## src/rtl/spam_pkg.sv

```systemverilog
// ----------------------------------------------------------------------------
// spam_pkg
// Shared types and codes for the sparse polynomial add/merge unit.
// ----------------------------------------------------------------------------
package spam_pkg;

	// Command carried in the mode field of an input request
	typedef enum logic [1:0] {
		MODE_LOAD_FIRST  = 2'd0,
		MODE_LOAD_SECOND = 2'd1,
		MODE_ADD         = 2'd2,
		MODE_CLEAR       = 2'd3
	} mode_t;

	// Control sequencer states
	typedef enum logic {
		ST_IDLE,
		ST_MERGE
	} state_t;

	localparam int COEFF_W = 16;
	localparam int POWER_W = 8;
	localparam int SUM_W   = 17;

	// One stored term
	typedef struct packed {
		logic signed [COEFF_W-1:0] coeff;
		logic        [POWER_W-1:0] power;
	} term_t;

endpackage

```

## src/rtl/spam_in_if.sv

```systemverilog
// ----------------------------------------------------------------------------
// spam_in_if
// Input request channel: command plus one term (coefficient, power).
// ----------------------------------------------------------------------------
interface spam_in_if;
	logic                                valid;
	logic                                ready;
	spam_pkg::mode_t                     mode;
	logic signed [spam_pkg::COEFF_W-1:0] coeff;
	logic        [spam_pkg::POWER_W-1:0] power;

	modport source (output valid, mode, coeff, power, input ready);
	modport sink   (input valid, mode, coeff, power, output ready);
endinterface

```

## src/rtl/spam_out_if.sv

```systemverilog
// ----------------------------------------------------------------------------
// spam_out_if
// Result channel: one merged term per transfer, last marks the final term.
// ----------------------------------------------------------------------------
interface spam_out_if;
	logic                                valid;
	logic                                ready;
	logic signed [spam_pkg::SUM_W-1:0]   sum_coeff;
	logic        [spam_pkg::POWER_W-1:0] sum_power;
	logic                                last;

	modport source (output valid, sum_coeff, sum_power, last, input ready);
	modport sink   (input valid, sum_coeff, sum_power, last, output ready);
endinterface

```

## src/rtl/sparse_polynomial_add_merge_unit.sv

```systemverilog
// ----------------------------------------------------------------------------
// sparse_polynomial_add_merge_unit
// Two term stores loaded one term per request; an add request merges them
// by descending power and streams the merged terms out.
// ----------------------------------------------------------------------------
// Load and clear requests give no result. An add request streams out one
// merged term per cycle while the output is not stalled, that is
// first_count + second_count - (number of equal-power pairs) terms, at
// most 2*TERM_DEPTH; an add with both stores empty gives no result. The
// merge rate is set by the single read port of each term memory: each
// cycle reads the next entry of each store, chosen from the comparison
// made on the entries read the cycle before. No new request is taken while
// a merge is running. Stores keep their contents after an add; loads into
// a full store are dropped.
module sparse_polynomial_add_merge_unit #(
	parameter int TERM_DEPTH = 16
) (
	input  logic       clk,
	input  logic       arst_n,
	spam_in_if.sink    term_in,
	spam_out_if.source term_out
);
	import spam_pkg::*;

	localparam int CW = $clog2(TERM_DEPTH + 1);
	localparam int AW = (TERM_DEPTH > 1) ? $clog2(TERM_DEPTH) : 1;
	localparam logic [CW-1:0] DEPTH_C = CW'(TERM_DEPTH);

	// Term memories
	term_t mem_first  [TERM_DEPTH];
	term_t mem_second [TERM_DEPTH];

	term_t rd_first_q;
	term_t rd_second_q;

	state_t state_q, state_nxt;

	logic [CW-1:0] first_count_q, second_count_q;
	logic [CW-1:0] a_q, b_q;
	logic [CW-1:0] a_adv, b_adv, a_nxt, b_nxt;
	logic [AW-1:0] a_raddr, b_raddr;

	logic out_valid_q;
	logic signed [SUM_W-1:0] out_coeff_q;
	logic [POWER_W-1:0] out_power_q;
	logic out_last_q;

	logic in_ready, in_acc;
	logic have_a, have_b, take_a, take_b;
	logic slot_free, emit, last_term;
	logic wr_first, wr_second;
	logic signed [SUM_W-1:0] term_coeff;
	logic [POWER_W-1:0] term_power;

	// Port drive
	assign term_in.ready      = in_ready;
	assign term_out.valid     = out_valid_q;
	assign term_out.sum_coeff = out_coeff_q;
	assign term_out.sum_power = out_power_q;
	assign term_out.last      = out_last_q;

	// Merge selection from the entries read last cycle
	always_comb begin
		have_a = (a_q < first_count_q);
		have_b = (b_q < second_count_q);
		take_a = have_a && (!have_b || (rd_first_q.power >= rd_second_q.power));
		take_b = have_b && (!have_a || (rd_second_q.power >= rd_first_q.power));
		a_adv  = a_q + CW'(take_a);
		b_adv  = b_q + CW'(take_b);
		last_term = (a_adv >= first_count_q) && (b_adv >= second_count_q);
		if (take_a && take_b) begin
			term_coeff = SUM_W'(rd_first_q.coeff) + SUM_W'(rd_second_q.coeff);
		end else if (take_a) begin
			term_coeff = SUM_W'(rd_first_q.coeff);
		end else begin
			term_coeff = SUM_W'(rd_second_q.coeff);
		end
		term_power = take_a ? rd_first_q.power : rd_second_q.power;
	end

	// Next state
	always_comb begin
		state_nxt = state_q;
		unique case (state_q)
			ST_IDLE: begin
				if (in_acc && term_in.mode == MODE_ADD &&
				    (first_count_q != '0 || second_count_q != '0)) begin
					state_nxt = ST_MERGE;
				end
			end
			ST_MERGE: begin
				if (emit && last_term) begin
					state_nxt = ST_IDLE;
				end
			end
			default: state_nxt = ST_IDLE;
		endcase
	end

	// Sequencer outputs
	always_comb begin
		slot_free = !out_valid_q || term_out.ready;
		in_ready  = 1'b0;
		emit      = 1'b0;
		a_nxt     = '0;
		b_nxt     = '0;
		unique case (state_q)
			ST_IDLE: begin
				in_ready = 1'b1;
			end
			ST_MERGE: begin
				emit  = slot_free && (have_a || have_b);
				a_nxt = emit ? a_adv : a_q;
				b_nxt = emit ? b_adv : b_q;
			end
			default: begin
				in_ready = 1'b0;
			end
		endcase
		in_acc    = in_ready && term_in.valid;
		wr_first  = in_acc && term_in.mode == MODE_LOAD_FIRST && first_count_q < DEPTH_C;
		wr_second = in_acc && term_in.mode == MODE_LOAD_SECOND && second_count_q < DEPTH_C;
		a_raddr   = (a_nxt < DEPTH_C) ? a_nxt[AW-1:0] : '0;
		b_raddr   = (b_nxt < DEPTH_C) ? b_nxt[AW-1:0] : '0;
	end

	// Memories: one write, one registered read each
	always_ff @(posedge clk) begin
		if (wr_first) begin
			mem_first[first_count_q[AW-1:0]] <= '{coeff: term_in.coeff, power: term_in.power};
		end
		rd_first_q <= mem_first[a_raddr];
	end

	always_ff @(posedge clk) begin
		if (wr_second) begin
			mem_second[second_count_q[AW-1:0]] <= '{coeff: term_in.coeff,
			                                        power: term_in.power};
		end
		rd_second_q <= mem_second[b_raddr];
	end

	// Control registers
	always_ff @(posedge clk or negedge arst_n) begin
		if (!arst_n) begin
			state_q        <= ST_IDLE;
			first_count_q  <= '0;
			second_count_q <= '0;
			a_q            <= '0;
			b_q            <= '0;
			out_valid_q    <= 1'b0;
		end else begin
			state_q <= state_nxt;
			a_q     <= a_nxt;
			b_q     <= b_nxt;
			if (wr_first) begin
				first_count_q <= first_count_q + CW'(1);
			end
			if (wr_second) begin
				second_count_q <= second_count_q + CW'(1);
			end
			if (in_acc && term_in.mode == MODE_CLEAR) begin
				first_count_q  <= '0;
				second_count_q <= '0;
			end
			if (emit) begin
				out_valid_q <= 1'b1;
			end else if (term_out.ready) begin
				out_valid_q <= 1'b0;
			end
		end
	end

	// Result register payload
	always_ff @(posedge clk) begin
		if (emit) begin
			out_coeff_q <= term_coeff;
			out_power_q <= term_power;
			out_last_q  <= last_term;
		end
	end

	// Checks
	a_idx_bound: assert property (@(posedge clk) disable iff (!arst_n)
		state_q == ST_MERGE |-> (a_q <= first_count_q && b_q <= second_count_q))
		else $error("merge index past store count");

	count_bound: assert property (@(posedge clk) disable iff (!arst_n)
		first_count_q <= DEPTH_C && second_count_q <= DEPTH_C)
		else $error("store count past depth");

	last_ends_merge: assert property (@(posedge clk) disable iff (!arst_n)
		(emit && last_term) |=> (state_q == ST_IDLE && out_valid_q && out_last_q))
		else $error("final term did not end the merge");

	merge_progress: assert property (@(posedge clk) disable iff (!arst_n)
		state_q == ST_MERGE |-> (have_a || have_b))
		else $error("merge running with both stores exhausted");

	hold_on_stall: assert property (@(posedge clk) disable iff (!arst_n)
		(state_q == ST_MERGE && !emit) |=> ($stable(a_q) && $stable(b_q)))
		else $error("merge index moved without a result");

endmodule
```

## src/flat_wrapper.sv

```systemverilog
// flat-port wrapper written by rule: the top's interface ports become plain ports
module sparse_polynomial_add_merge_unit_flat import spam_pkg::*;
#(
	parameter int TERM_DEPTH = 16
)
  (clk, arst_n, term_in_valid, term_in_mode, term_in_coeff, term_in_power, term_in_ready, term_out_valid, term_out_sum_coeff, term_out_sum_power, term_out_last, term_out_ready);
  spam_in_if term_in_i ();
  spam_out_if term_out_i ();
  input  logic clk;
  input  logic arst_n;
  input wire logic [$bits(term_in_i.valid)-1:0] term_in_valid;
  input wire logic [$bits(term_in_i.mode)-1:0] term_in_mode;
  input wire logic [$bits(term_in_i.coeff)-1:0] term_in_coeff;
  input wire logic [$bits(term_in_i.power)-1:0] term_in_power;
  output wire logic [$bits(term_in_i.ready)-1:0] term_in_ready;
  output wire logic [$bits(term_out_i.valid)-1:0] term_out_valid;
  output wire logic [$bits(term_out_i.sum_coeff)-1:0] term_out_sum_coeff;
  output wire logic [$bits(term_out_i.sum_power)-1:0] term_out_sum_power;
  output wire logic [$bits(term_out_i.last)-1:0] term_out_last;
  input wire logic [$bits(term_out_i.ready)-1:0] term_out_ready;
  assign term_in_i.valid = term_in_valid;
  assign term_in_i.mode = term_in_mode;
  assign term_in_i.coeff = term_in_coeff;
  assign term_in_i.power = term_in_power;
  assign term_in_ready = term_in_i.ready;
  assign term_out_valid = term_out_i.valid;
  assign term_out_sum_coeff = term_out_i.sum_coeff;
  assign term_out_sum_power = term_out_i.sum_power;
  assign term_out_last = term_out_i.last;
  assign term_out_i.ready = term_out_ready;
  sparse_polynomial_add_merge_unit #(.TERM_DEPTH(TERM_DEPTH)) u_core (.clk(clk), .arst_n(arst_n), .term_in(term_in_i), .term_out(term_out_i));
endmodule
```

## config.mk

```make
export PLATFORM = sky130hd
export DESIGN_NAME = sparse_polynomial_add_merge_unit_flat
export DESIGN_NICKNAME = d
export VERILOG_FILES = /design/src/rtl/spam_pkg.sv /design/src/rtl/spam_in_if.sv /design/src/rtl/spam_out_if.sv /design/src/rtl/sparse_polynomial_add_merge_unit.sv /design/src/flat_wrapper.sv
export SDC_FILE = /design/constraint.sdc
export NUM_CORES = 1
export LEC_CHECK = 0
export BUFFER_PORTS_ARGS = -buffer_cell sky130_fd_sc_hd__buf_2
export CAP_MARGIN = 10
export CORE_MARGIN = 5
export CORE_UTILIZATION = 45
export CTS_CLUSTER_DIAMETER = 30
export DETAILED_ROUTE_END_ITERATION = 7
export PLACE_DENSITY = 0.67
export SLEW_MARGIN = 20
export SYNTH_ARGS = -nofsm -noshare
export SYNTH_HDL_FRONTEND = slang
export SYNTH_SLANG_ARGS = --single-unit
```

## constraint.sdc

```tcl
create_clock -name clk -period 5.1 [get_ports clk]
set_clock_uncertainty 0.15 [all_clocks]
set_input_delay 0.255 -clock clk [delete_from_list [all_inputs] [get_ports clk]]
set_output_delay 0.255 -clock clk [all_outputs]
set_load 0.01 [all_outputs]
```

### After elaboration in Yosys (flattened, before gate mapping)

Memories as Yosys holds them, arrays and structs flattened. A register that Yosys moved wholly into a read port is not among the register bits.
Cells that the tools add are included.

* $add $sub $neg: 5
* reductions and logical operators: 28
* order comparisons: 10
* equality and inequality tests: 3
* div/mod/pow operators: 0
* shift-type cells: 0
* bitwise gates (word level): 1
* multiplexer cells: 24
* multipliers: 0

Operator list (number)
* $mux 5: 8
* $mux 17: 2
* $lt 5x5->1 const B: 4
* $add 16x16->17: 1
* $ge 8x8->1: 2
* $logic_and 1x1->1: 14
* $add 5x1->5: 2
* $add 5x1->5 const B: 2
* $ge 5x5->1: 2
* $lt 5x5->1: 2
* $mux 1: 10
* $reduce_bool 5->1: 2
* $mux 4: 2
* $mux 8: 1
* $reduce_bool 2->1: 3
* $logic_or 1x1->1: 5
* $eq 2x2->1 const B: 2
* $logic_not 1->1: 3
* $eq 2x1->1 const B: 1
* $logic_not 2->1: 1
* $pmux 1 s2: 1
* $not 1->1: 1

* input port bits: 30
* bits in writable memories: 768
* output and inout port bits: 28
* ROM bits: 0
* latch bits: 0
* logic and storage cells: 82
* register bits after elaboration: 48
* memories: 2

Memory list
* u_core.mem_first: words 16, width 24, read ports 1, clocked after Yosys merged registers in 1, write ports 1, line sparse_polynomial_add_merge_unit.sv:30 `term_t mem_first [TERM_DEPTH];`
* u_core.mem_second: words 16, width 24, read ports 1, clocked after Yosys merged registers in 1, write ports 1, line sparse_polynomial_add_merge_unit.sv:31 `term_t mem_second [TERM_DEPTH];`

### Logic depth before layout (Yosys ltp)

* word-level depth: 10
* mapped depth: 23
* depth with buffers taken out: 20

### Worst setup path after synthesis

Ideal clock, no wire load.

* path type: flip-flop to flip-flop
* start point: register u_core.second_count_q[2]
* end point: register, netlist name u_core.rd_first_q[18]
* clock period less this slack: 4876 ps
* arrival: 4602 ps
* cell stages (with the launch flop): 23
* setup slack: 224 ps
* required time: 4826 ps
* path through: dfrtp_1 > clkbuf_1 > inv_1 > ha_1 > a21o_1 > a31oi_1 > o21ai_2 > buf_6 > nor2_1 > a21oi_1 > clkbuf_1 > buf_1 > ha_1 > ha_1 > nand3_1 > xnor2_1 > nor2_1 > mux2_2 > buf_4 > buf_2 > mux2_1 > o22ai_2 > o22ai_1

* longest elaborated chain between the ends: 9

RTL lines
* start: declaration: line sparse_polynomial_add_merge_unit.sv:38 `logic [CW-1:0] first_count_q, second_count_q;`
* start signal: assignment: line sparse_polynomial_add_merge_unit.sv:160 `second_count_q <= second_count_q + CW'(1);`
* $lt 5x5->1 *: line sparse_polynomial_add_merge_unit.sv:65 `have_b = (b_q < second_count_q);`
* $logic_not 1->1: line sparse_polynomial_add_merge_unit.sv:66 `take_a = have_a && (!have_b || (rd_first_q.power >= rd_second_q.power));`
* $logic_or 1x1->1: line sparse_polynomial_add_merge_unit.sv:66
* $logic_and 1x1->1: line sparse_polynomial_add_merge_unit.sv:66
* $add 5x1->5: line sparse_polynomial_add_merge_unit.sv:68 `a_adv = a_q + CW'(take_a);`
* $mux 5 *: line sparse_polynomial_add_merge_unit.sv:113 `a_nxt = emit ? a_adv : a_q;`
* $mux 5 *: line sparse_polynomial_add_merge_unit.sv:107 `unique case (state_q)`
* $lt 5x5->1: line sparse_polynomial_add_merge_unit.sv:123 `a_raddr = (a_nxt < DEPTH_C) ? a_nxt[AW-1:0] : '0;`
* $mux 4 *: line sparse_polynomial_add_merge_unit.sv:123

Mark *: on every way between the ends. The rest lies on a longest branch, timed or not.
A chain may end at the register's enable or synchronous reset.

### Final worst setup path

* start point: register u_core.first_count_q[2]
* end point: register, netlist name u_core.rd_second_q[18]

* longest elaborated chain between the ends: 9

RTL lines
* start: declaration: line sparse_polynomial_add_merge_unit.sv:38
* start signal: assignment: line sparse_polynomial_add_merge_unit.sv:157 `first_count_q <= first_count_q + CW'(1);`
* $lt 5x5->1 *: line sparse_polynomial_add_merge_unit.sv:64 `have_a = (a_q < first_count_q);`
* $logic_not 1->1: line sparse_polynomial_add_merge_unit.sv:67 `take_b = have_b && (!have_a || (rd_second_q.power >= rd_first_q.power));`
* $logic_or 1x1->1: line sparse_polynomial_add_merge_unit.sv:67
* $logic_and 1x1->1: line sparse_polynomial_add_merge_unit.sv:67
* $add 5x1->5: line sparse_polynomial_add_merge_unit.sv:69 `b_adv = b_q + CW'(take_b);`
* $mux 5 *: line sparse_polynomial_add_merge_unit.sv:114 `b_nxt = emit ? b_adv : b_q;`
* $mux 5 *: line sparse_polynomial_add_merge_unit.sv:107
* named net u_core.b_nxt[4]: line sparse_polynomial_add_merge_unit.sv:40 `logic [CW-1:0] a_adv, b_adv, a_nxt, b_nxt;`
* $lt 5x5->1 *: line sparse_polynomial_add_merge_unit.sv:124 `b_raddr = (b_nxt < DEPTH_C) ? b_nxt[AW-1:0] : '0;`
* $mux 4 *: line sparse_polynomial_add_merge_unit.sv:124

The timed path passes the listed nets; every way through them passes the cells marked *.

==> reports/qor.yml <==
slowest_stage: "buf_4"
dp.final_hpwl_um: 45900
finalSetupViolations: 0
drtAntennaViolNets: 0
synth-seq-cells: 864
cts.sinks: 864
synth-main-ff-cell: "edfxtp_1"
initial_core_util: 0.452
synthTopCellsByArea: "edfxtp_1 68%, mux2_2 11%, dfxtp_1 2.7%"
status: "finished, final reports clean"
end_kind: "flip-flop"
fin_crit_ns: 4.85
maxSlewHeadroom: 0.245
fillerInstances: 6013
crit_arrival_ns: 5.31
wl_per_cell_um: 26.0
syn_area_mm2: 0.0350
cp_cell_sequence: "inv_1 -> ha_1 -> a21o_1 -> a31oi_2 -> o21ai_4 -> nor2_1 -> and3b_1 -> or2_1 -> inv_1 -> ha_1 -> ha_1 -> nand3_1 -> a211oi_2 -> mux2i_4 -> a211oi_4 -> buf_4 -> o22ai_1 -> o22ai_1"
cts_buffers: 136
layout-drive-gt1-share: 0.326
hold_viol_final: 0
synth_edf_count: 794
die_x_um: 289
die-area_mm2: 0.0834
clk_pin_slew_worst_paths_ns: 0.05
drv_slew: 0
timing.critical_path.mode_cell: "ha_1"
min_path_cells: 6
synth.avg_cell_area_um2: 17.4
area_delta_synth_final_pct: 19.0
diodes: 0
crit_family: "compound AO/OA/AOI/OAI gates"
critPathMaxFanout: 48
antenna_found_initial: 1
cts_root_buffer: "clkbuf_16"
drv_cap: 0
fmax_ghz: 0.206
grt_usage: 0.202
power.density_mw_per_mm2: 748
grt_pass1_wl_um: 125000
ir_worst_vdd_mv: 0.662
clockBufferDepth: 3
wl_um: 86600
hold_end: "u_core.second_count_q[0]"
yosysUniqueCellTypes: 60
grt_pass1_vias: 19519
clk-insertion-delay-late_ns: 0.71
grt_overflow_total: 0
layout_setup_ws_ns: 0.250
yosysTopAreaCell: "edfxtp_1"
io_pins: 58
firstDrtPassIters: 6
dpl.cell_count: 3048
cts_tree: "built"
path_class: "reg -> reg"
crit-reg2reg-capture: "u_core.rd_second_q[18]"
instances_no_fill: 3329
synth_seq_area_share: 0.725
rows: 102
worstMarginPinSlew_ns: 1.13
path_buf_inv: 3
htreeDepth: 4
reg2reg_from: "u_core.first_count_q[2]"
viasPerCell: 5.79
place_congestion: 0.850
hold_path_class: "in -> reg"
r2r_slack_ns: 0.25
core-area_mm2: 0.0773
fin_nets: 2268
dp_slack_ns: 0.234
io_buffers: 57
vias: 19282
critPathRequiredTime_ns: 5.56
grt_max_degree: 97
crit_path_max_incr_delay_ns: 0.60
period_share: 0.951
p_leak_uw: 0.0139
syn_nets: 2095
worstRegToRegCells: 18
hp-start: "term_in_valid"
ys_async_sr_fraction: 0.0255
die_y_um: 289
drcViolationCount: 0
drtIter0Drc: 1872
crit_path_start_kind: "flip-flop"
yosysWarnings: 0
synth_cells: 2010
synth_top_area_frac: 0.682
==> cell families after synthesis <==
| kind of cell | after synthesis | share of synthesized area |
|---|---|---|
| flip-flops | 864 | 0.725 |
| multiplexers | 417 | 0.134 |
| AO/OA/AOI/OAI | 319 | 0.0684 |
| AND/OR/NAND/NOR | 195 | 0.0273 |
| buffers and inverters | 136 | 0.0202 |
| adder cells (fa/ha/maj) | 55 | 0.0199 |
| XOR/XNOR | 24 | 0.00601 |
==> cell usage after synthesis, types with 20 or more instances <==
cell	n
a21oi_1	38
buf_2	39
clkbuf_1	40
dfrtp_1	22
dfxtp_1	48
edfxtp_1	794
ha_1	54
inv_1	29
mux2_1	38
mux2_2	356
mux2i_1	22
nand2_1	39
nor2_1	73
o221ai_1	96
o22ai_1	125
o22ai_2	20
xnor2_1	21
==> cell type report <==
type | instances | area, µm² | share of cell area
Clock buffer | 169 | 3620 | 0.0870
Clock inverter | 75 | 817 | 0.0196
Inverter | 30 | 113 | 0.00271
Multi-Input combinational cell | 1012 | 9240 | 0.222
Sequential cell | 864 | 25400 | 0.609
Tap cell | 1040 | 1300 | 0.0313
Timing Repair Buffer | 139 | 1170 | 0.0281
==> worst reg2reg max path, cell delays in order (launching register included) <==
cell and delay, ns:
dfrtp_1 0.54, inv_1 0.17, ha_1 0.34, a21o_1 0.13, a31oi_2 0.05, o21ai_4 0.39
nor2_1 0.09, and3b_1 0.29, or2_1 0.27, inv_1 0.06, ha_1 0.16, ha_1 0.20
nand3_1 0.15, a211oi_2 0.29, mux2i_4 0.19, a211oi_4 0.24, buf_4 0.60, o22ai_1 0.21
o22ai_1 0.24
==> worst max path at each step <==
stage                                         from                     end  slack, ns  cells past startpoint
after floorplan           u_core.second_count_q[2]   u_core.rd_first_q[18]       0.22                     22
after global placement     u_core.first_count_q[2]  u_core.rd_second_q[22]       0.38                     17
after detailed placement   u_core.first_count_q[2]   u_core.rd_second_q[5]       0.23                     17
after CTS                  u_core.first_count_q[2]  u_core.rd_second_q[18]       0.18                     17
after global routing       u_core.first_count_q[2]  u_core.rd_second_q[18]     -0.004                     18
final                      u_core.first_count_q[2]  u_core.rd_second_q[18]       0.25                     18
==> power breakdown <==
| group | internal (µW) | total [µW] | switching (µW) |
|---|---|---|---|
| Sequential | 8390 | 8820 | 431 |
| Combinational | 6140 | 13400 | 7290 |
| Clock | 5700 | 8890 | 3190 |
| Total | 20200 | 31100 | 10900 |
==> placed cells by master (no fill, tap or decap), types with 13 or more instances in the layout <==
cell type,n
clkbuf_1,28
o221ai_1,96
dfrtp_1,22
clkinv_2,16
dlygate4sd3_1,30
nor2_1,49
bufinv_16,13
ha_1,54
clkinv_1,13
mux2i_1,20
clkbuf_16,141
o22ai_1,125
inv_1,29
nor2_4,24
mux2_1,38
buf_4,38
o22ai_2,20
dfxtp_1,48
mux2_2,353
a21oi_1,37
clkinvlp_4,15
nand2b_1,18
edfxtp_1,794
xnor2_1,20
nand2_1,39
buf_2,57
==> registers in the layout (all words and copies together) (netlist names) <==
register and flops:
u_core.term_out.sum_power 8, u_core.mem_second 384, u_core.rd_second_q 24, u_core.term_out.valid 1, u_core.mem_first 384, u_core.state_q 1, u_core.rd_first_q 24, u_core.term_out.sum_coeff 17
u_core.second_count_q 5, u_core.first_count_q 5, u_core.b_q 5, u_core.a_q 5, u_core.term_out.last 1
==> routing by layer <==
| metal | vias up | track usage | wire (µm) |
|---|---|---|---|
| met5 | - | 0 | 0 |
| met4 | 0 | 0.0647 | 2200 |
| met3 | 155 | 0.0435 | 6030 |
| met2 | 778 | 0.325 | 41200 |
| met1 | 9910 | 0.278 | 37200 |
| li1 | 8439 | - | - |
==> stage by stage <==
| stage | total power [µW] | TNS (ns) | instance area, µm² | utilization | hold WS, ns |
|---|---|---|---|---|---|
| after CTS | 31000 | 0 | 41500 | 0.536 | 0.0614 |
| after global routing | 32400 | -0.00497 | 41600 | 0.538 | 0.105 |
| after global placement | 21800 | 0 | 36700 | 0.474 | 0.141 |
| final | 31100 | 0 | 41600 | 0.538 | 0.106 |
| after floorplan | 18600 | 0 | 35000 | - | -0.191 |
| after detailed placement | 21900 | 0 | 36700 | 0.474 | 0.142 |
==> timing repair <==
item / 4_1_cts / 5_1_grt
buffers inserted: 0 / 0
hold endpoints to repair: 802 / 0
gates resized for setup: 0 / 8
endpoints found under the setup margin: 0 / 24
hold buffers: 31 / 0
Power figures use the tool's default switching activity.
